**src/hdl/scp_pkg.sv**
```systemverilog
// Shared types and constants of the symmetric cross-product unit.
package scp_pkg;

  localparam int unsigned ElemW      = 16;
  localparam int unsigned RowCntW    = 9;
  localparam int unsigned ColCntW    = 4;
  localparam int unsigned IdxW       = 3;
  localparam int unsigned ValueW     = 64;
  localparam int unsigned CfgIdxW    = 1;
  localparam int unsigned CfgDataW   = 9;
  localparam int unsigned DefMaxCols = 8;
  localparam int unsigned DefMaxRows = 256;

  localparam logic [CfgIdxW-1:0] CfgRowCount = 1'b0;
  localparam logic [CfgIdxW-1:0] CfgColCount = 1'b1;

  localparam logic [RowCntW-1:0] RowCountReset = 9'd256;
  localparam logic [ColCntW-1:0] ColCountReset = 4'd8;

  typedef struct packed {
    logic               err;
    logic [RowCntW-1:0] rows;
    logic [ColCntW-1:0] cols;
  } job_t;

  typedef enum logic [1:0] {
    BackIdle,
    BackRun,
    BackEmit
  } back_state_e;

endpackage

```
**src/hdl/scp_front.sv**
```systemverilog
// Front part: configuration, element loading and run classification.
module scp_front #(
  parameter int unsigned MaxRows = scp_pkg::DefMaxRows,
  parameter int unsigned MaxCols = scp_pkg::DefMaxCols,
  parameter int unsigned AddrW   = 11
) (
  input  logic                          clk_i,
  input  logic                          rst_ni,
  input  logic                          cfg_we_i,
  input  logic [scp_pkg::CfgIdxW-1:0]   cfg_idx_i,
  input  logic [scp_pkg::CfgDataW-1:0]  cfg_data_i,
  input  logic                          in_valid_i,
  output logic                          in_ready_o,
  input  logic [scp_pkg::ElemW-1:0]     a_i,
  input  logic [scp_pkg::ElemW-1:0]     b_i,
  input  logic                          last_i,
  output logic                          we_o,
  output logic [AddrW-1:0]              waddr_o,
  output logic [scp_pkg::ElemW-1:0]     a_wdata_o,
  output logic [scp_pkg::ElemW-1:0]     b_wdata_o,
  output logic                          push_o,
  output scp_pkg::job_t                 job_o,
  input  logic                          q_full_i,
  input  logic                          done_i
);
  import scp_pkg::*;

  localparam int unsigned Depth = MaxRows * MaxCols;
  localparam int unsigned LcW   = $clog2(Depth + 1);
  localparam int unsigned PrW   = RowCntW + ColCntW;
  localparam int unsigned CmpW  = LcW > PrW ? LcW : PrW;

  logic [RowCntW-1:0] row_q;
  logic [ColCntW-1:0] col_q;
  logic [LcW-1:0]     cnt_q, cnt_new;
  logic               ovf_q, ovf_new, full, accept, bad, pend_q;
  logic [PrW-1:0]     expect_cnt;

  assign accept     = in_valid_i && in_ready_o;
  assign full       = cnt_q == LcW'(Depth);
  assign cnt_new    = full ? cnt_q : cnt_q + LcW'(1);
  assign ovf_new    = ovf_q | full;
  assign expect_cnt = PrW'(row_q) * PrW'(col_q);
  assign bad = (row_q == '0) || (32'(row_q) > MaxRows) || (col_q == '0) ||
               (32'(col_q) > MaxCols) || ovf_new ||
               (CmpW'(cnt_new) != CmpW'(expect_cnt));

  // Hold input while a good run is still being computed from the stores or the queue is full.
  assign in_ready_o = !pend_q && !q_full_i;
  assign we_o       = accept && !full;
  assign waddr_o    = cnt_q[AddrW-1:0];
  assign a_wdata_o  = a_i;
  assign b_wdata_o  = b_i;
  assign push_o     = accept && last_i;
  assign job_o      = '{err: bad, rows: row_q, cols: col_q};

  always_ff @(posedge clk_i or negedge rst_ni) begin
    if (!rst_ni) begin
      row_q  <= RowCountReset;
      col_q  <= ColCountReset;
      cnt_q  <= '0;
      ovf_q  <= 1'b0;
      pend_q <= 1'b0;
    end else begin
      if (cfg_we_i) begin
        unique case (cfg_idx_i)
          CfgRowCount: row_q <= cfg_data_i;
          CfgColCount: col_q <= cfg_data_i[ColCntW-1:0];
          default: ;
        endcase
      end
      if (accept) begin
        cnt_q <= last_i ? '0 : cnt_new;
        ovf_q <= last_i ? 1'b0 : ovf_new;
      end
      if (done_i) begin
        pend_q <= 1'b0;
      end else if (push_o && !bad) begin
        pend_q <= 1'b1;
      end
    end
  end

endmodule

```
**config.mk**
```make
export PLATFORM = sky130hd
export DESIGN_NAME = scp_front
export DESIGN_NICKNAME = d
export VERILOG_FILES = /design/src/hdl/scp_pkg.sv /design/src/hdl/scp_front.sv
export SDC_FILE = /design/constraint.sdc
export NUM_CORES = 1
export LEC_CHECK = 0
export BUFFER_PORTS_ARGS = -buffer_cell sky130_fd_sc_hd__buf_4
export CORE_ASPECT_RATIO = 1.2
export CORE_MARGIN = 5
export CORE_UTILIZATION = 42
export CTS_CLUSTER_DIAMETER = 50
export CTS_CLUSTER_SIZE = 24
export DETAILED_ROUTE_END_ITERATION = 7
export GPL_ROUTABILITY_DRIVEN = 1
export GPL_TIMING_DRIVEN = 0
export PLACE_DENSITY_LB_ADDON = 0.08
export SLEW_MARGIN = 20
export SYNTH_ARGS = -nofsm -noshare
export SYNTH_HDL_FRONTEND = slang
export SYNTH_SLANG_ARGS = --single-unit
```
**constraint.sdc**
```tcl
create_clock -name clk_i -period 4.2 [get_ports clk_i]
set_input_delay 0 -clock clk_i [delete_from_list [all_inputs] [get_ports clk_i]]
set_output_delay 0 -clock clk_i [all_outputs]
set_load 0.01 [all_outputs]
```
==> results.ini <==
[logic_synthesis]
synth-seq-area-share_pct=22.8
yosys_warnings=0
synth_cell_type_count=48
postSynthAreaPerCell_sq_um=8.97
synth_edf_count=0
synthCells=332
ys_ff_latch=27
ys_async_sr_fraction_pct=100
synth_area_sq_um=2980
synth_nets=414
ys.flop_type=dfrtp_1

[setup_path]
cpMostUsedCell=fa_1
crit_family=adder cells
arrival_ns=4.40
crit_slowest_cell=dfstp_2
required_ns=4.20
path_cells=buf_4, nand2_1, fa_1, fa_1, inv_1, ha_4, a21o_1, a221oi_2, nor2b_2, o21bai_1, mux4_2, or4_1, a211o_1, buf_6
crit_type=reg -> out
worst_setup_path_end_kind=primary output
start_kind=register
crit_path_max_incr_delay_ns=0.61
cp.buffers_inverters=3
cp_max_fo=6

[power]
switching_share_pct=40.8
power.leakage_nw=1.92
vdd_drop_max_uv=217
pwr-share-comb_pct=67.9
intPower_uw=910
switchingPower_uw=627
power.share.clock_pct=10.4
p_seq_share_pct=21.7
powerDensity_nw_per_um2=388

[clock_network]
cts_tree=done
clockBufferDepth=2
cts_buffers=3
worstSkewPairLatency_ns=0.28
cts_max_level=1
ctsRootBufferMaster=clkbuf_8
cts.sinks=27
clkSlewWorstSetupHoldPaths_ns=0.11

[timing]
rsz0062_at_grt=true
tns_ns=-0.197
timing.final.crit_period_ns=4.40
slew_headroom_pct=64.2
setup_viol=1
finClkSkew_ns=0.00592
post-route-period-util_pct=105
fmax_ghz=0.227
tightest_slew_ns=0.532
finalWorstSetupSlack_ns=-0.197
hold_ws_ns=0.0761
slew_viol_final=0
final-hold-violation-count=0

[layout]
regArea_sq_um=681
nets=512
n_fill_cell=658
utilization_pct=57.8
multiInputGateArea_sq_um=1910
area_growth_pct=32.9
finalInstanceArea_sq_um=3960
n_antenna_cell=0
drive_gt1_share_pct=41.0

[placement]
portBuffers=76
place_congestion=0.833
dp_hpwl_um=5860
postPlaceCellArea_sq_um=3680

[routing]
via_per_inst=4.94
route.detailed.drc=0
drt_iter0_drc=51
wl_per_cell_um=14.3
drtPass1Iterations=4
vias=2547
ant_nets=0
drt-total-wl_um=7380

[run]
cap_violations=0

[global_route]
grt_remaining_overflow=0
grt_pass1_vias=2589
grt.total_usage_pct=16.5
grt_max_degree=28
grt_pass1_wl_um=11800
antenna_found_initial=0

[floorplan]
core_area_sq_um=6850
die_w_um=86.9
die_h_um=102
placementRows=33
dieArea_sq_um=8880
io_pins=109
initial_core_util_pct=43.4

[outcome]
failed_checks=setup timing
outcome=complete, but fails checks

[worst_hold_path]
hold_class=in -> reg

worst min-delay path: cells and delay by family:
kind                   cells  cell delay, ns
and+or+nand+nor            2            0.24
buffers and inverters      1            0.09
what timing repair did:
item                                   in CTS  in global routing
gates resized for setup                    14                  5
buffers inserted                            7                  2
endpoints found under the hold margin      41                  0
hold buffers                               11                  0
pin swaps                                  15                  7
setup endpoints to repair                   2                  2
Yosys cell counts (2+ instances only):
| cell type | count | share of area, % |
|---|---|---|
| buf_2 | 2 | 0.34 |
| o21bai_1 | 3 | 0.76 |
| nand3_1 | 6 | 1.0 |
| xnor2_1 | 17 | 5.0 |
| nand4_1 | 3 | 0.63 |
| buf_4 | 45 | 11 |
| and3_2 | 2 | 0.50 |
| o31ai_1 | 6 | 1.5 |
| dfrtp_1 | 25 | 21 |
| clkbuf_1 | 7 | 0.88 |
| a21oi_1 | 7 | 1.2 |
| o21ai_0 | 18 | 3.0 |
| inv_1 | 24 | 3.0 |
| nor3_1 | 4 | 0.67 |
| or4_4 | 2 | 0.76 |
| a22o_1 | 2 | 0.59 |
| a21o_1 | 3 | 0.76 |
| and3_1 | 5 | 1.1 |
| xnor3_1 | 2 | 1.5 |
| a211o_1 | 2 | 0.59 |
| nand2_1 | 39 | 4.9 |
| mux2_2 | 13 | 4.9 |
| nor4_1 | 3 | 0.63 |
| dfstp_2 | 2 | 1.8 |
| nand2b_1 | 4 | 0.84 |
| xor2_1 | 7 | 2.1 |
| nor2b_1 | 3 | 0.63 |
| and2_1 | 12 | 2.5 |
| or4_1 | 4 | 1.0 |
| nor2_1 | 11 | 1.4 |
| fa_1 | 14 | 9.4 |
| ha_1 | 19 | 8.0 |
worst paths after layout:
check                      startpoint   endpoint  slack [ns]  depth (start not counted)
hold reg to reg                pend_q     pend_q        0.51                          2
hold / removal             in_valid_i      ovf_q        0.08                          3
max in group asynchronous      rst_ni   row_q[8]        3.72                          2
setup / recovery             col_q[3]  job_o[13]       -0.20                         14
setup reg to reg             col_q[3]     pend_q        0.15                         14
min in group asynchronous      rst_ni   cnt_q[2]        0.17                          2
through the flow:
stage               cells  power (mW)  worst slack (ns)
finish                516        1.54            -0.197
global route          516        1.67            -0.365
CTS                   514        1.52            -0.223
detailed placement    496        1.24            -0.466
global placement      495        1.23            -0.411
floorplan             332        1.03            0.0163
routing by layer:
metal	part of all wire, %	up-vias	track usage (%)
met5	0	-	0
met4	2.3	0	5.52
met3	3.7	12	1.45
met2	55	66	32.4
met1	39	1189	18.3
li1	-	1280	-
logic make-up (layout without fill, tap and decap cells):
family	Yosys count	in the layout	synth area share [%]
DFF	27	27	22.8
adders and majority gates	33	33	17.4
muxes	15	15	6.01
buffers and inverters	79	176	16.0
AOI/OAI and AO/OA	50	50	11.6
xor gates and xnor gates	26	26	8.57
and+or+nand+nor	102	102	17.6
power groups by stage:
stage / clock, mW / combinational, mW / sequential, mW
floorplan: 0 / 0.699 / 0.328
global placement: 0 / 0.898 / 0.328
detailed placement: 0 / 0.910 / 0.329
CTS: 0.165 / 1.02 / 0.334
global route: 0.172 / 1.16 / 0.339
finish: 0.160 / 1.04 / 0.333
flip-flops by register name, indices dropped and copies added, names as in the netlist:
name	cells
cnt_q	12
col_q	4
ovf_q	1
pend_q	1
row_q	9
area by class of cell:
| type | count | area share, % |
|---|---|---|
| tap | 87 | 2.75 |
| buffer | 51 | 9.26 |
| inverter | 24 | 2.28 |
| sequential | 27 | 17.2 |
| clock buffer | 4 | 1.14 |
| timing repair buffer | 97 | 19.2 |
| multi-input combinational | 226 | 48.2 |
cells in the final DEF (no fill, tap or decap), types with 4 or more instances in the layout:
master	instances
and3_1	5
xor2_1	7
mux2_2	13
nor3_1	4
dlygate4sd3_1	11
ha_1	14
xnor2_1	17
nand2_1	38
inv_1	23
nand2b_1	4
o31ai_1	6
nand3_1	6
and2_1	12
fa_1	13
a21oi_1	5
nor2_1	11
o21ai_0	18
dfrtp_1	23
clkbuf_1	5
buf_4	127
Power figures use the tool's default switching activity.
