`src/hdl/scp_pkg.sv`:
```
// Shared types and constants of the symmetric cross-product unit.
package scp_pkg;

  localparam int unsigned ElemW      = 16;
  localparam int unsigned RowCntW    = 9;
  localparam int unsigned ColCntW    = 4;
  localparam int unsigned IdxW       = 3;
  localparam int unsigned ValueW     = 64;
  localparam int unsigned CfgIdxW    = 1;
  localparam int unsigned CfgDataW   = 9;
  localparam int unsigned DefMaxCols = 8;
  localparam int unsigned DefMaxRows = 256;

  localparam logic [CfgIdxW-1:0] CfgRowCount = 1'b0;
  localparam logic [CfgIdxW-1:0] CfgColCount = 1'b1;

  localparam logic [RowCntW-1:0] RowCountReset = 9'd256;
  localparam logic [ColCntW-1:0] ColCountReset = 4'd8;

  typedef struct packed {
    logic               err;
    logic [RowCntW-1:0] rows;
    logic [ColCntW-1:0] cols;
  } job_t;

  typedef enum logic [1:0] {
    BackIdle,
    BackRun,
    BackEmit
  } back_state_e;

endpackage

```
`src/hdl/scp_back.sv`:
```
// Back part: dot-product sequencer, multiply-accumulate and result register.
module scp_back #(
  parameter int unsigned MaxRows = scp_pkg::DefMaxRows,
  parameter int unsigned AddrW   = 11
) (
  input  logic                         clk_i,
  input  logic                         rst_ni,
  input  logic                         job_valid_i,
  input  scp_pkg::job_t                job_i,
  output logic                         pop_o,
  output logic [AddrW-1:0]             a_raddr_o,
  output logic [AddrW-1:0]             b_raddr_o,
  input  logic [scp_pkg::ElemW-1:0]    a_rdata_i,
  input  logic [scp_pkg::ElemW-1:0]    b_rdata_i,
  output logic                         out_valid_o,
  input  logic                         out_ready_i,
  output logic [scp_pkg::IdxW-1:0]     row_o,
  output logic [scp_pkg::IdxW-1:0]     col_o,
  output logic [scp_pkg::ValueW-1:0]   value_o,
  output logic                         status_o,
  output logic                         last_o,
  output logic                         done_o
);
  import scp_pkg::*;

  // Sums of MaxRows products of 2^30 magnitude fit here: no saturation occurs.
  localparam int unsigned AccW = 2 * ElemW + $clog2(MaxRows + 1) + 1;
  localparam int unsigned SumW = IdxW + RowCntW + 1;

  back_state_e state_q, state_d;
  job_t                job_q;
  logic [IdxW-1:0]     p_q, q_q, i_w, j_w, last_idx;
  logic [RowCntW-1:0]  k_q;
  logic                v1_q, v2_q, issuing, last_entry;
  logic signed [ElemW-1:0]   a_s, b_s;
  logic signed [2*ElemW-1:0] prod_q;
  logic signed [AccW-1:0]    acc_q;
  logic [SumW-1:0]     a_sum, b_sum;

  assign i_w        = p_q > q_q ? p_q : q_q;
  assign j_w        = p_q > q_q ? q_q : p_q;
  assign last_idx   = IdxW'(job_q.cols - ColCntW'(1));
  assign last_entry = (p_q == last_idx) && (q_q == last_idx);
  assign issuing    = (state_q == BackRun) && (k_q < job_q.rows);
  assign a_sum      = SumW'(i_w) * SumW'(job_q.rows) + SumW'(k_q);
  assign b_sum      = SumW'(j_w) * SumW'(job_q.rows) + SumW'(k_q);
  assign a_raddr_o  = AddrW'(a_sum);
  assign b_raddr_o  = AddrW'(b_sum);
  assign a_s        = a_rdata_i;
  assign b_s        = b_rdata_i;

  always_comb begin
    state_d = state_q;
    unique case (state_q)
      BackIdle: if (job_valid_i) state_d = job_i.err ? BackEmit : BackRun;
      BackRun:  if (!issuing && !v1_q && !v2_q) state_d = BackEmit;
      BackEmit: if (out_ready_i) begin
        state_d = (job_q.err || last_entry) ? BackIdle : BackRun;
      end
      default:  state_d = BackIdle;
    endcase
  end

  always_comb begin
    pop_o       = 1'b0;
    out_valid_o = 1'b0;
    done_o      = 1'b0;
    unique case (state_q)
      BackIdle: pop_o = job_valid_i;
      BackRun:  ;
      BackEmit: begin
        out_valid_o = 1'b1;
        done_o      = out_ready_i && !job_q.err && last_entry;
      end
      default:  ;
    endcase
  end

  assign row_o    = p_q;
  assign col_o    = q_q;
  assign value_o  = job_q.err ? '0 : ValueW'(acc_q);
  assign status_o = job_q.err;
  assign last_o   = job_q.err || last_entry;

  always_ff @(posedge clk_i) begin
    prod_q <= a_s * b_s;
    if (pop_o) begin
      job_q <= job_i;
      p_q   <= '0;
      q_q   <= '0;
      k_q   <= '0;
      acc_q <= '0;
    end else if (state_q == BackRun) begin
      if (issuing) k_q <= k_q + RowCntW'(1);
      if (v2_q)    acc_q <= acc_q + AccW'(prod_q);
    end else if (state_q == BackEmit && out_ready_i) begin
      // Advance row-major over the square result.
      if (q_q == last_idx) begin
        q_q <= '0;
        p_q <= p_q + IdxW'(1);
      end else begin
        q_q <= q_q + IdxW'(1);
      end
      k_q   <= '0;
      acc_q <= '0;
    end
  end

  always_ff @(posedge clk_i or negedge rst_ni) begin
    if (!rst_ni) begin
      state_q <= BackIdle;
      v1_q    <= 1'b0;
      v2_q    <= 1'b0;
    end else begin
      state_q <= state_d;
      v1_q    <= issuing;
      v2_q    <= v1_q;
    end
  end

endmodule

```
`config.mk`:
```
export PLATFORM = sky130hd
export DESIGN_NAME = scp_back
export DESIGN_NICKNAME = d
export VERILOG_FILES = /design/src/hdl/scp_pkg.sv /design/src/hdl/scp_back.sv
export SDC_FILE = /design/constraint.sdc
export NUM_CORES = 1
export LEC_CHECK = 0
export ABC_AREA = 0
export BUFFER_PORTS_ARGS = -buffer_cell sky130_fd_sc_hd__buf_4
export CELL_PAD_IN_SITES_DETAIL_PLACEMENT = 1
export CELL_PAD_IN_SITES_GLOBAL_PLACEMENT = 1
export CORE_ASPECT_RATIO = 0.9
export CORE_MARGIN = 2
export CORE_UTILIZATION = 30
export CTS_CLUSTER_DIAMETER = 30
export DETAILED_ROUTE_END_ITERATION = 7
export GPL_TIMING_DRIVEN = 0
export PLACE_DENSITY = 0.59
export SETUP_SLACK_MARGIN = 0.05
export SYNTH_ARGS = -nofsm -noshare
export SYNTH_HDL_FRONTEND = slang
export SYNTH_SLANG_ARGS = --single-unit
```
`constraint.sdc`:
```
create_clock -name clk_i -period 6 [get_ports clk_i]
set_input_delay 0.6 -clock clk_i [delete_from_list [all_inputs] [get_ports clk_i]]
set_output_delay 0.6 -clock clk_i [all_outputs]
set_load 0.02 [all_outputs]
```
==> run summary <==
Final layout
- **commonest cells after routing, fill and taps aside** inv_1, fa_1, buf_4, nand2_1, ha_1
- **register cell area after layout** 2280 um2
- **fin nets** 2,783
- **leading cell type in the layout, fill and taps excluded** inv_1
- **Area growth syn-to-layout** 24.0%
- **fill cell instance count of the final layout** 6,860
- **fraction of layout cells with a size suffix above 1** 19.5%
- **combined area of the multi-input logic cells** 14,400 um2

Routing
- **Starting DRT DRC Count** 586
- **number of nets with antenna violations after routing** 0
- **final wirelength** 55,700 um
- **detailed-router iteration count before antenna repair** 4
- **Vias/cell** 4.77
- **remaining routing DRC violations** 0
- **average wire per standard cell** 18.2 um
- **Via Count** 14,600

Placement
- **number of buffers added on ports** 145
- **DP HPWL** 44,900 um
- **final weighted congestion of routability-driven global placement** 0.849

Clock tree
- **insertion delay of the later-clocked pin in the worst-skew pair** 0.38 ns
- **CTS Buf Count** 9
- **sink count of the clock tree** 106
- **clock tree from TritonCTS** done
- **Clock Tree Buf Depth** 2
- **clock edge transition at the registers on the reported setup and hold paths** 0.08 ns
- **CTS Root Cell** clkbuf_16
- **number of H-tree branching levels** 3

Floorplanning
- **cell row count** 84
- **Die Outline Area** 61,600 um2
- **# IOs** 147
- **Core ar.** 58,600 um2
- **Die Y** 236 um
- **Die Wd** 261 um
- **effective utilization at floorplan** 30.5%

Worst setup path
- **Critical Path Max Stage Delay** 0.52 ns
- **startpoint kind of the worst setup timing path** input pin
- **arrival time at the worst endpoint** 6.35 ns
- **critical path peak fanout** 6
- **Max stage delay cell, worst path** fa_1
- **Critical Path, Cell by Cell** buf_12, clkbuf_16, and2_1, fa_1, inv_2, fa_1, fa_1, fa_1, inv_1, fa_1, inv_1, fa_1, inv_1, ha_1, inv_2, o21bai_1, a21oi_1, o21ai_2, a31oi_4, o21ai_2, a221o_1, a211o_1, a21oi_2, xnor2_2
- **cell seen most often among critical-path stages** fa_1
- **Crit. End Element** flip-flop
- **cell count of the worst reg-to-reg path** 12
- **Crit path depth** 24
- **total buffers and inverters traversed by the critical path** 7
- **delay-heaviest family, CP** adder cells
- **Setup Crit Path Kind** input pin to flip-flop
- **worst endpoint required time** 6.30 ns

STA
- **final slew viol count** 0
- **post-route clock period utilization** 101%
- **number of hold violations in the final report** 0
- **max_slew headroom** 45.6%
- **final setup violation count** 2
- **maximum frequency from static timing analysis** 165 MHz
- **worst setup skew after layout** 0.0131 ns
- **setup_tns** -0.0545 ns
- **Setup WS post-layout** -0.0427 ns
- **setup repair after global routing missed its margin** yes
- **worst-margin pin slew** 0.815 ns
- **Final Critical Period** 6.04 ns

Hold path
- **class of the tightest hold or removal check** input pin to flip-flop
- **worst hold path depth** 1

Yosys
- **top cells by area in the synthesized netlist** fa_1, ha_1, dfxtp_1
- **Post-synth EDFFs** 13
- **predominant post-synthesis flop cell** dfxtp_1
- **post-synth top area share** 32.8%
- **Seq/Total Area, Yosys** 12.7%
- **Post-Synthesis Net Count** 2,540
- **Synth Warn #** 0
- **Synth area leader** fa_1
- **count of cell types in the netlist** 68
- **asr flop ratio synth** 3.77%
- **Post-Synthesis Cells** 2,031
- **average cell area after synthesis** 8.80 um2
- **number of storage elements in the synthesis netlist** 106
- **Syn Std Cell Area** 17,900 um2

Global routing
- **first-pass GRT wire length** 89,400 um
- **vias in the first global route** 16,300
- **global route overflow** 0
- **total track usage** 18.7%
- **pin count of the biggest net entering global routing** 24
- **initial antenna violation count** 2

Outcome
- **result of the run** finished with violations
- **failing checks** negative setup slack

Job
- **number of violations of the max-capacitance limit** 0

-- kinds of logic (layout without fill, tap and decap cells) --
logic type | Yosys count | after routing | share of synthesized area [%]
and+or+nand+nor | 593 | 593 | 16.5
buffers and inverters | 469 | 717 | 10.3
adders and majority gates | 459 | 459 | 44.4
AOI/OAI and AO/OA | 298 | 298 | 10.8
DFF | 106 | 106 | 12.7
xor gates and xnor gates | 100 | 100 | 4.90
muxes | 6 | 6 | 0.350
other | 0 | 1 | 0
-- per-stage QoR --
step                      setup WS (ns)  hold slack [ns]  instance area, um2  std cells  utilization, %
after floorplan                  0.0403            0.304               18000       2031               -
after global placement            -1.18            0.363               20000       2950            34.2
after detailed placement          -1.28            0.370               20000       2950            34.2
after CTS                       -0.0645            0.367               21500       3012            36.7
after global routing             -0.242            0.371               22200       3053            37.8
final                           -0.0427            0.385               22200       3054            37.8
-- flip-flops by register name, summed over array words and instances (netlist names) --
| register | count |
|---|---|
| state_q | 2 |
| status_o | 1 |
| v1_q | 1 |
| prod_q | 32 |
| v2_q | 1 |
| job_q | 12 |
| row_o | 3 |
| k_q | 9 |
| acc_q | 42 |
| col_o | 3 |
-- worst paths after layout --
path                         startpoint    endpoint  slack (ns)
hold / removal                 job_i[7]    job_q[7]        0.39
hold reg to reg                    v1_q        v2_q        0.39
setup / recovery           b_rdata_i[5]  prod_q[30]       -0.04
min in group asynchronous        rst_ni        v1_q        0.56
setup reg to reg               acc_q[0]   acc_q[40]        2.35
max in group asynchronous        rst_ni  state_q[0]        5.33
-- final cells by class --
cell class / count / share of cell area [%]
diodes: 1 / 0.0113
plain buffers: 80 / 3.68
clock buffers: 12 / 1.30
clock inverters: 4 / 0.237
inverters: 388 / 6.64
multi-input cells: 1456 / 64.9
flip-flops and latches: 106 / 10.3
well taps: 774 / 4.37
repair buffers: 233 / 8.59
-- timing repair --
action	CTS	global route
gates resized for setup	166	100
pin swaps	48	52
buffers inserted	44	44
hold endpoints to repair	4	0
setup endpoints to repair	20	16
gates cloned	2	3
hold buffers	1	0
-- layer usage --
layer / wire (um) / GRT usage, %
met1: 25700 / 25.0
met3: 1820 / 2.07
met2: 27200 / 32.4
met4: 1060 / 3.56
met5: 0 / 0
-- cell usage after synthesis, types with 5 or more instances --
cell type and number:
a211oi_1 6, a21o_1 48, a21oi_1 89, a22oi_1 14, a31oi_1 12, and2_1 142, and3_1 12, buf_4 22
clkbuf_1 56, dfxtp_1 89, edfxtp_1 13, fa_1 293, ha_1 166, inv_1 387, nand2_1 219, nand2b_1 19
nand3_1 28, nand4_1 5, nor2_1 80, nor2b_1 52, nor3_1 11, o21a_1 10, o21ai_0 45, o21ai_1 10
o21bai_1 19, o31ai_1 5, xnor2_1 71, xor2_1 29
-- worst register-to-register path, delay by kind of cell (launching register included) --
kind	cells	cell delay [ns]
flops	1	0.33
compound gates	6	1.59
fa+ha+maj	2	0.62
mux	1	0.18
simple gates	3	0.82
Power is not shown: default switching activity piles up to over one toggle a cycle in this logic, so the estimate is an artifact.
