<file path="config.mk">
export PLATFORM = sky130hd
export DESIGN_NAME = scp_queue
export DESIGN_NICKNAME = d
export VERILOG_FILES = /design/src/hdl/scp_pkg.sv /design/src/hdl/scp_queue.sv
export SDC_FILE = /design/constraint.sdc
export NUM_CORES = 1
export LEC_CHECK = 0
export ABC_AREA = 1
export BUFFER_PORTS_ARGS = -buffer_cell sky130_fd_sc_hd__buf_2
export CAP_MARGIN = 15
export CORE_MARGIN = 2
export CORE_UTILIZATION = 50
export DETAILED_ROUTE_END_ITERATION = 8
export GPL_ROUTABILITY_DRIVEN = 0
export GPL_TIMING_DRIVEN = 0
export PLACE_DENSITY_LB_ADDON = 0.08
export SLEW_MARGIN = 20
export SYNTH_ARGS = -nofsm -noshare
export SYNTH_HDL_FRONTEND = slang
export SYNTH_SLANG_ARGS = --single-unit
</file>
<file path="constraint.sdc">
create_clock -name clk_i -period 1.83 [get_ports clk_i]
set_input_delay 0.366 -clock clk_i [delete_from_list [all_inputs] [get_ports clk_i]]
set_output_delay 0.366 -clock clk_i [all_outputs]
set_load 0.03 [all_outputs]
</file>
<file path="src/hdl/scp_pkg.sv">
// Shared types and constants of the symmetric cross-product unit.
package scp_pkg;

  localparam int unsigned ElemW      = 16;
  localparam int unsigned RowCntW    = 9;
  localparam int unsigned ColCntW    = 4;
  localparam int unsigned IdxW       = 3;
  localparam int unsigned ValueW     = 64;
  localparam int unsigned CfgIdxW    = 1;
  localparam int unsigned CfgDataW   = 9;
  localparam int unsigned DefMaxCols = 8;
  localparam int unsigned DefMaxRows = 256;

  localparam logic [CfgIdxW-1:0] CfgRowCount = 1'b0;
  localparam logic [CfgIdxW-1:0] CfgColCount = 1'b1;

  localparam logic [RowCntW-1:0] RowCountReset = 9'd256;
  localparam logic [ColCntW-1:0] ColCountReset = 4'd8;

  typedef struct packed {
    logic               err;
    logic [RowCntW-1:0] rows;
    logic [ColCntW-1:0] cols;
  } job_t;

  typedef enum logic [1:0] {
    BackIdle,
    BackRun,
    BackEmit
  } back_state_e;

endpackage

</file>
<file path="src/hdl/scp_queue.sv">
// Two-entry job queue between the front and back parts.
module scp_queue (
  input  logic          clk_i,
  input  logic          rst_ni,
  input  logic          push_i,
  input  scp_pkg::job_t job_i,
  output logic          full_o,
  input  logic          pop_i,
  output logic          valid_o,
  output scp_pkg::job_t job_o
);
  import scp_pkg::*;

  job_t       slot_q [2];
  logic       wr_q, rd_q;
  logic [1:0] cnt_q;

  assign full_o  = cnt_q == 2'd2;
  assign valid_o = cnt_q != 2'd0;
  assign job_o   = slot_q[rd_q];

  always_ff @(posedge clk_i) begin
    if (push_i) begin
      slot_q[wr_q] <= job_i;
    end
  end

  always_ff @(posedge clk_i or negedge rst_ni) begin
    if (!rst_ni) begin
      wr_q  <= 1'b0;
      rd_q  <= 1'b0;
      cnt_q <= 2'd0;
    end else begin
      if (push_i) wr_q <= ~wr_q;
      if (pop_i)  rd_q <= ~rd_q;
      cnt_q <= cnt_q + 2'(push_i) - 2'(pop_i);
    end
  end

endmodule

</file>
==> results of run 1 <==
[routing by layer]
metal	GRT usage, %	share of wire, %
met1	16.1	37
met2	28.7	53
met3	7.92	7.3
met4	7.50	2.0
met5	0	0
[flip-flops by register name, summed over array words and instances, names as in the netlist]
register / count
slot_q: 28
wr_q: 1
cnt_q: 2
rd_q: 1
[cells by family after synthesis]
family / after synthesis / share of synthesized area (%)
AO/OA/AOI/OAI: 14 / 6.15
buffers and inverters: 24 / 8.72
adder cells (fa/ha/maj): 2 / 1.98
XOR/XNOR: 2 / 1.39
flip-flops: 32 / 74.5
AND/OR/NAND/NOR: 24 / 7.24
[power by group]
| part | switching, mW | internal (mW) |
|---|---|---|
| combinational | 0.731 | 0.314 |
| sequential | 0.0548 | 0.982 |
| clock | 0.245 | 0.285 |
| total | 1.03 | 1.58 |
[stage by stage]
| step | cells | hold slack [ns] | area (µm²) | TNS, ns | util, % |
|---|---|---|---|---|---|
| 2_1_floorplan | 98 | 0.0704 | 1260 | 0 | - |
| 3_3_place_gp | 161 | 0.177 | 1470 | -0.355 | 60.2 |
| 3_5_place_dp | 161 | 0.178 | 1470 | 0 | 60.3 |
| 4_1_cts | 170 | 0.202 | 1560 | 0 | 64.0 |
| 5_1_grt | 170 | 0.185 | 1560 | 0 | 64.1 |
| 6_report | 170 | 0.213 | 1560 | 0 | 64.1 |
[path summary, 6_finish.rpt]
path | from | to | slack, ns | depth (start not counted)
setup / recovery | rd_q | job_o[11] | 0.11 | 5
hold / removal | job_i[11] | slot_q[1][11] | 0.21 | 1
setup reg to reg | wr_q | slot_q[0][5] | 0.44 | 1
hold reg to reg | wr_q | wr_q | 0.53 | 1
max in group asynchronous | rst_ni | cnt_q[1] | 1.34 | 2
min in group asynchronous | rst_ni | rd_q | 0.36 | 2
[layout make-up]
class / instances / share of cell area [%]
Sequential cell: 32 / 60.3
Clock inverter: 3 / 2.73
Timing Repair Buffer: 34 / 11.4
Tap cell: 30 / 2.41
Buffer: 3 / 2.00
Multi-Input combinational cell: 42 / 13.7
Clock buffer: 5 / 2.41
Inverter: 21 / 5.05
[Yosys cell counts (all sizes together)]
| cell type | count | area [µm²] |
|---|---|---|
| buf | 3 | 31.3 |
| dfrtp | 4 | 100 |
| edfxtp | 28 | 841 |
| ha | 2 | 25.0 |
| inv | 21 | 78.8 |
| nand2 | 21 | 78.8 |
| nand3 | 1 | 5.00 |
| nor2 | 2 | 7.51 |
| o21ai | 14 | 77.6 |
| xor2 | 2 | 17.5 |
[repair_timing]
item / in CTS / in global routing
endpoints found under the setup margin: 0 / 1
resized for setup: 0 / 1
hold endpoints to repair: 4 / 0
hold buffers: 1 / 0
setup buffers: 0 / 0
==> flow_summary.yaml, run 1 <==
run_status:
  status: "finished clean"
setup_path:
  cpLargestDelayFamily: "buffers and inverters"
  path_max_fanout: 10
  cp_slowest_cell: "dfrtp_1"
  critPathArrivalTime_ns: 1.35
  cp_cell_sequence: "buf_6 -> buf_8 -> nand2_1 -> o21ai_0 -> buf_4"
  worstPathRequired_ns: 1.46
  critPathCaptureType: "output pin"
  worst-path-buf-inv: 3
  critPathMaxStageDelay_ns: 0.40
  cp-start-kind: "flip-flop"
  path_class: "reg -> out"
drt:
  drc: 0
  viasPerCell: 4.62
  routed_wl_mm: 1.96
  drt_iter0_markers: 10
  wl_per_cell_um: 11.5
  drtAntennaViolNets: 0
  dr.pass1.iters: 4
  vias: 785
clocking:
  htreeDepth: 2
  numCtsBuffers: 5
  clk_latency_ns: 0.33
  cts_tree: "built"
  cts_root_buffer: "clkbuf_4"
  cts_sinks: 32
  cts_buffer_depth: 2
  path_clk_slew_ns: 0.10
floorplanning:
  initial_core_util_pct: 51.9
  die_y_um: 54.3
  rows: 18
  ios: 34
  die_x_um: 54.3
  coreArea_um2: 2430
  die_area_um2: 2940
power_and_ir_drop:
  irDropWorstVdd_uv: 1230
  power_per_cell_area_nw_per_um2: 1670
  finalPower_mw: 2.61
  leakagePower_nw: 0.717
place:
  place_ws_ns: 0.325
  port_buffers: 33
  hpwl_mm: 1.38
logic_synthesis:
  ys_seq_area_share_pct: 74.5
  synth.net_count: 118
  netlist_area_um2: 1260
  yosysWarnings: 0
  synth_seq_cells: 32
  yosys.cell_types.count: 13
  syn_avg_cell_area_um2: 12.9
  synth_cells: 98
timing:
  max_slew_margin_pct: 50.4
  period_needed_ns: 1.72
  drv_slew: 0
  hold_viol: 0
  worst_pin_slew_ns: 0.744
  rsz0062_at_grt: "no"
  setup_ws_ns: 0.113
  skew_ns: 0.00539
  finalCritPeriodShare_pct: 93.8
  fmax_mhz: 582
  setup_viol: 0
worst_hold_path:
  hold_path_class: "in -> reg"
grt:
  groute.usage.overall_pct: 16.4
  antenna_found_initial: 0
  overflow: 0
  grt_pass1_vias: 774
  grt_max_degree: 15
  grt_pass1_wl_mm: 3.12
finish:
  nFillCells: 201
  seqCellArea_um2: 941
  final_common_cell: "buf_2"
  area_growth_pct: 23.6
  multi_input_area_um2: 214
  n_antenna_cell: 0
  drive_gt1_share_pct: 33.6
  layout.nets: 159
  layout_common_cells: "33 x buf_2, 28 x edfxtp_1, 21 x inv_1, 21 x nand2_1, 12 x o21ai_0"
job:
  cap_violations: 0
(Power assumes the default switching activity.)
==> run 2: changes to the inputs <==
- CELL_PAD_IN_SITES_DETAIL_PLACEMENT: default -> 1
- CELL_PAD_IN_SITES_GLOBAL_PLACEMENT: default -> 1
- CORE_ASPECT_RATIO: default -> 2
- CORE_UTILIZATION: 50 -> 40
==> run 2 against run 1 <==
Net effect:
- core utilization decreased by 12 points
- non-clock buffer count unchanged
- power decreased by 0.35%
- sequential share of layout area increased by 0.097 points
- critical path depth unchanged
- clock power decreased by 7.2%
- sequential power about the same
- cell area decreased by 0.16%
- largest power group unchanged
==> flow_summary.yaml, run 2 (synthesis results as in run 1) <==
clocking:
  cts_resized: 0
  clk_latency_ns: 0.27
  cts_tree: "built"
  cts_buffer_depth: 2
  cts_sinks: 32
  cts_root_buffer: "clkbuf_8"
  ctsHoldBuffers: 1
  htreeDepth: 2
  numCtsBuffers: 5
  postCtsSetupBuffers: 0
  path_clk_slew_ns: 0.06
power_and_ir_drop:
  power_per_cell_area_nw_per_um2: 1670
  comb_power_share_pct: 41.0
  switching_power_mw: 1.04
  pwr-share-seq_pct: 40.1
  internal_power_mw: 1.56
  irDropWorstVdd_uv: 846
  leakagePower_nw: 0.715
  finalPower_mw: 2.60
  p_clk_share_pct: 18.9
  sw_frac_of_total_pct: 40.1
grt:
  use_met2_pct: 28.9
  busiest_layer: "met2"
  grt_pass1_vias: 913
  grt_pass1_wl_mm: 4.01
  grtUsageMet1_pct: 13.2
  overflow: 0
  met3_usage_pct: 4.76
  grt_max_degree: 15
  groute.usage.overall_pct: 15.3
  antenna_found_initial: 0
finish:
  regMostFlops: "slot_q"
  multi_input_area_um2: 214
  layout.nets: 159
  largest_register_ff_count: 28
  drive_gt1_share_pct: 31.4
  area_growth_pct: 23.4
  reg.largest.list: "slot_q x28, cnt_q x2"
  n_antenna_cell: 0
  seqCellArea_um2: 941
  nFillCells: 324
  final_common_cell: "buf_2"
  layout_common_cells: "34 x buf_2, 28 x edfxtp_1, 21 x inv_1, 21 x nand2_1, 12 x o21ai_0"
floorplanning:
  initial_core_util_pct: 42.4
  ios: 34
  coreArea_um2: 2980
  die_area_um2: 3650
  rows: 28
  die_x_um: 43.7
  die_y_um: 83.5
setup_path:
  regToRegEndpoint: "slot_q[0][3]"
  critPathArrivalTime_ns: 1.29
  cp-start-kind: "flip-flop"
  path_class: "reg -> out"
  startpoint: "rd_q"
  path_max_fanout: 10
  cp_cell_sequence: "buf_6 -> buf_8 -> nand2_1 -> o21ai_0 -> buf_2"
  cp_slowest_cell: "dfrtp_1"
  worstPathRequired_ns: 1.46
  crit-reg2reg-launch: "wr_q"
  critPathCaptureType: "output pin"
  endpoint: "job_o[2]"
  reg2reg_slack_ns: 0.45
  critPathMaxStageDelay_ns: 0.36
  reg2reg_depth: 1
timing:
  fin_setup_tns_ns: 0
  setup_viol: 0
  drv_slew: 0
  skew_ns: 0.00437
  setup_ws_ns: 0.169
  fmax_mhz: 602
  rsz0062_at_grt: "no"
  worst_pin_slew_ns: 0.727
  max_slew_margin_pct: 51.5
  hold_viol: 0
  finalCritPeriodShare_pct: 90.7
  period_needed_ns: 1.66
  holdWs_ns: 0.278
run_status:
  status: "finished clean"
drt:
  dr.pass1.iters: 3
  drtAntennaViolNets: 0
  viasPerCell: 4.86
  wl_per_cell_um: 14.2
  drt_iter0_markers: 9
  drc: 0
  routed_wl_mm: 2.42
  vias: 826
place:
  hpwl_mm: 1.84
  place_ws_ns: 0.296
  port_buffers: 33
worst_hold_path:
  hold_path_class: "in -> reg"
job:
  cap_violations: 0
==> run 2: per-layer routing <==
metal	part of all wire [%]	routed length, µm
met3	5.0	121
met5	0	0
met2	61	1470
met4	1.4	35
met1	33	793
==> run 2: final cells by class <==
class	instances	area share, %
timing repair buffer	34	11.2
tap	30	2.41
clock buffer	7	4.90
sequential	32	60.4
buffer	3	2.01
inverter	21	5.06
clock inverter	1	0.241
multi-input combinational	42	13.7
==> run 2: how the worst min path moves through the flow <==
stage	slack (ns)	start	cells after the start	end
5_1_grt	0.26	job_i[12]	1	slot_q[0][12]
2_1_floorplan	0.07	rst_ni	0	cnt_q[0]
4_1_cts	0.27	job_i[12]	1	slot_q[0][12]
3_3_place_gp	0.18	rst_ni	1	cnt_q[1]
6_report	0.28	job_i[12]	1	slot_q[0][12]
3_5_place_dp	0.18	rst_ni	1	cnt_q[1]
==> run 2: critical path: cells and delay by family (launching register included) <==
family / cells / cell delay, ns
flops: 1 / 0.36
compound gates: 1 / 0.09
buf+inv: 3 / 0.52
simple gates: 1 / 0.05
==> run 2: stage by stage <==
step | cell area [µm²] | util (%) | std cells
after floorplan | 1260 | - | 98
after global placement | 1470 | 49.2 | 161
after detailed placement | 1470 | 49.3 | 161
after CTS | 1560 | 52.3 | 170
after global routing | 1560 | 52.3 | 170
final | 1560 | 52.3 | 170
==> run 2: power groups by stage <==
stage | Sequential (mW) | Clock (mW) | Combinational, mW
6_report | 1.04 | 0.491 | 1.07
5_1_grt | 1.06 | 0.545 | 1.16
4_1_cts | 1.05 | 0.512 | 1.10
3_5_place_dp | 1.06 | 0 | 1.09
3_3_place_gp | 1.05 | 0 | 1.05
2_1_floorplan | 1.04 | 0 | 0.772
==> run 3: changes to the inputs <==
- SETUP_SLACK_MARGIN: default -> 0.3
==> run 3 against run 2 <==
Net effect:
- cell area rose by 10%
- clock skew decreased by 0.00082 ns
- global-route usage up 1.1 points
- via count rose by 1.5%
- combinational power grew 34%
- clock power rose by 10%
- setup slack better by 0.048 ns
- non-clock buffer count up 4
- register-to-register slack lost 0.02 ns
- largest power group unchanged
==> flow_summary.yaml, run 3 (synthesis results as in run 1) <==
setup_path:
  crit_cells: 5
  cpLargestDelayFamily: "buffers and inverters"
  critPathCaptureType: "output pin"
  reg2reg_slack_ns: 0.43
  cp_cell_sequence: "buf_6 -> buf_16 -> nand2_2 -> o21ai_1 -> buf_4"
  path_max_fanout: 5
  cp-start-kind: "flip-flop"
  startpoint: "rd_q"
  regToRegEndpoint: "slot_q[0][6]"
  worst-path-buf-inv: 3
  critPathArrivalTime_ns: 1.25
  endpoint: "job_o[6]"
  path_class: "reg -> out"
  reg2reg_depth: 1
  critPathMaxStageDelay_ns: 0.41
  worstPathRequired_ns: 1.46
  crit-reg2reg-launch: "wr_q"
  cp_slowest_cell: "dfrtp_1"
finish:
  seqCellArea_um2: 941
  regMostFlops: "slot_q"
  final_common_cell: "edfxtp_1"
  layout_common_cells: "28 x edfxtp_1, 21 x inv_1, 20 x buf_2"
  n_antenna_cell: 0
  layout.nets: 163
  drive_gt1_share_pct: 41.7
  multi_input_area_um2: 254
  largest_register_ff_count: 28
  reg.largest.list: "slot_q x28, cnt_q x2"
  area_growth_pct: 35.9
  nFillCells: 319
drt:
  wl_per_cell_um: 15.0
  dr.pass1.iters: 3
  viasPerCell: 4.82
  drt_iter0_markers: 8
  vias: 838
  drc: 0
  routed_wl_mm: 2.61
  drtAntennaViolNets: 0
place:
  place_ws_ns: 0.253
  port_buffers: 33
  hpwl_mm: 1.87
timing:
  setup_ws_ns: 0.217
  finalCritPeriodShare_pct: 88.1
  fmax_mhz: 620
  worst_pin_slew_ns: 0.749
  drv_slew: 0
  skew_ns: 0.00355
  max_slew_margin_pct: 50.0
  fin_setup_tns_ns: 0
  setup_viol: 0
  rsz0062_at_grt: "yes"
  period_needed_ns: 1.61
  hold_viol: 0
clocking:
  clk_latency_ns: 0.28
  numCtsBuffers: 5
  htreeDepth: 2
  cts_tree: "built"
  cts_buffer_depth: 2
  cts_sinks: 32
  path_clk_slew_ns: 0.06
  cts_root_buffer: "clkbuf_8"
floorplanning:
  rows: 28
  ios: 34
  die_area_um2: 3650
  coreArea_um2: 2980
  initial_core_util_pct: 42.4
  die_x_um: 43.7
  die_y_um: 83.5
job:
  cap_violations: 0
grt:
  grtUsageMet1_pct: 15.7
  overflow: 0
  grt_pass1_wl_mm: 4.28
  antenna_found_initial: 0
  groute.usage.overall_pct: 16.4
  use_met2_pct: 29.9
  busiest_layer: "met2"
  grt_pass1_vias: 929
  grt_max_degree: 15
  met3_usage_pct: 3.90
run_status:
  status: "finished clean"
power_and_ir_drop:
  pwr-share-seq_pct: 34.9
  leakagePower_nw: 0.775
  irDropWorstVdd_uv: 885
  sw_frac_of_total_pct: 38.4
  internal_power_mw: 1.86
  comb_power_share_pct: 47.2
  p_clk_share_pct: 17.9
  switching_power_mw: 1.16
  power_per_cell_area_nw_per_um2: 1760
worst_hold_path:
  hold_path_class: "in -> reg"
-- run 3: worst min path at each step --
stage,start,end,cells past startpoint
detailed placement,rst_ni,cnt_q[1],1
floorplan,rst_ni,cnt_q[0],0
CTS,job_i[12],slot_q[0][12],1
finish,job_i[12],slot_q[0][12],1
global placement,rst_ni,cnt_q[1],1
global route,job_i[12],slot_q[0][12],1
-- run 3: metrics by stage --
step / std cells / power [mW] / hold WS [ns] / util (%) / cell area, µm²
after floorplan: 98 / 1.83 / 0.0704 / - / 1260
after global placement: 161 / 2.11 / 0.182 / 49.2 / 1470
after detailed placement: 161 / 2.17 / 0.185 / 49.3 / 1470
after CTS: 174 / 3.01 / 0.266 / 56.7 / 1690
after global routing: 174 / 3.19 / 0.264 / 57.6 / 1720
final: 174 / 3.02 / 0.275 / 57.6 / 1720
-- run 3: repair_timing --
item,CTS,global route
pin swaps,2,0
buffers inserted,2,0
hold endpoints to repair,4,0
setup endpoints to repair,14,14
gates cloned,2,0
hold buffers,1,0
gates resized for setup,31,7
-- run 3: metal layers --
layer | vias up | routed length (µm)
li1 | 409 | -
met1 | 403 | 889
met2 | 21 | 1580
met3 | 5 | 81
met4 | 0 | 56
met5 | - | 0
-- run 3: cell type report --
cell class | count | area share (%)
Sequential cell | 32 | 54.9
Timing Repair Buffer | 38 | 16.3
Multi-Input combinational cell | 42 | 14.8
Clock inverter | 1 | 0.219
Buffer | 3 | 1.97
Inverter | 21 | 4.60
Clock buffer | 7 | 5.03
Tap cell | 30 | 2.19
-- run 3: power by group through the flow --
stage	clock network (mW)	registers, mW	logic [mW]
finish	0.540	1.05	1.43
global route	0.586	1.06	1.54
detailed placement	0	1.06	1.11
CTS	0.556	1.05	1.41
global placement	0	1.05	1.06
floorplan	0	1.04	0.786
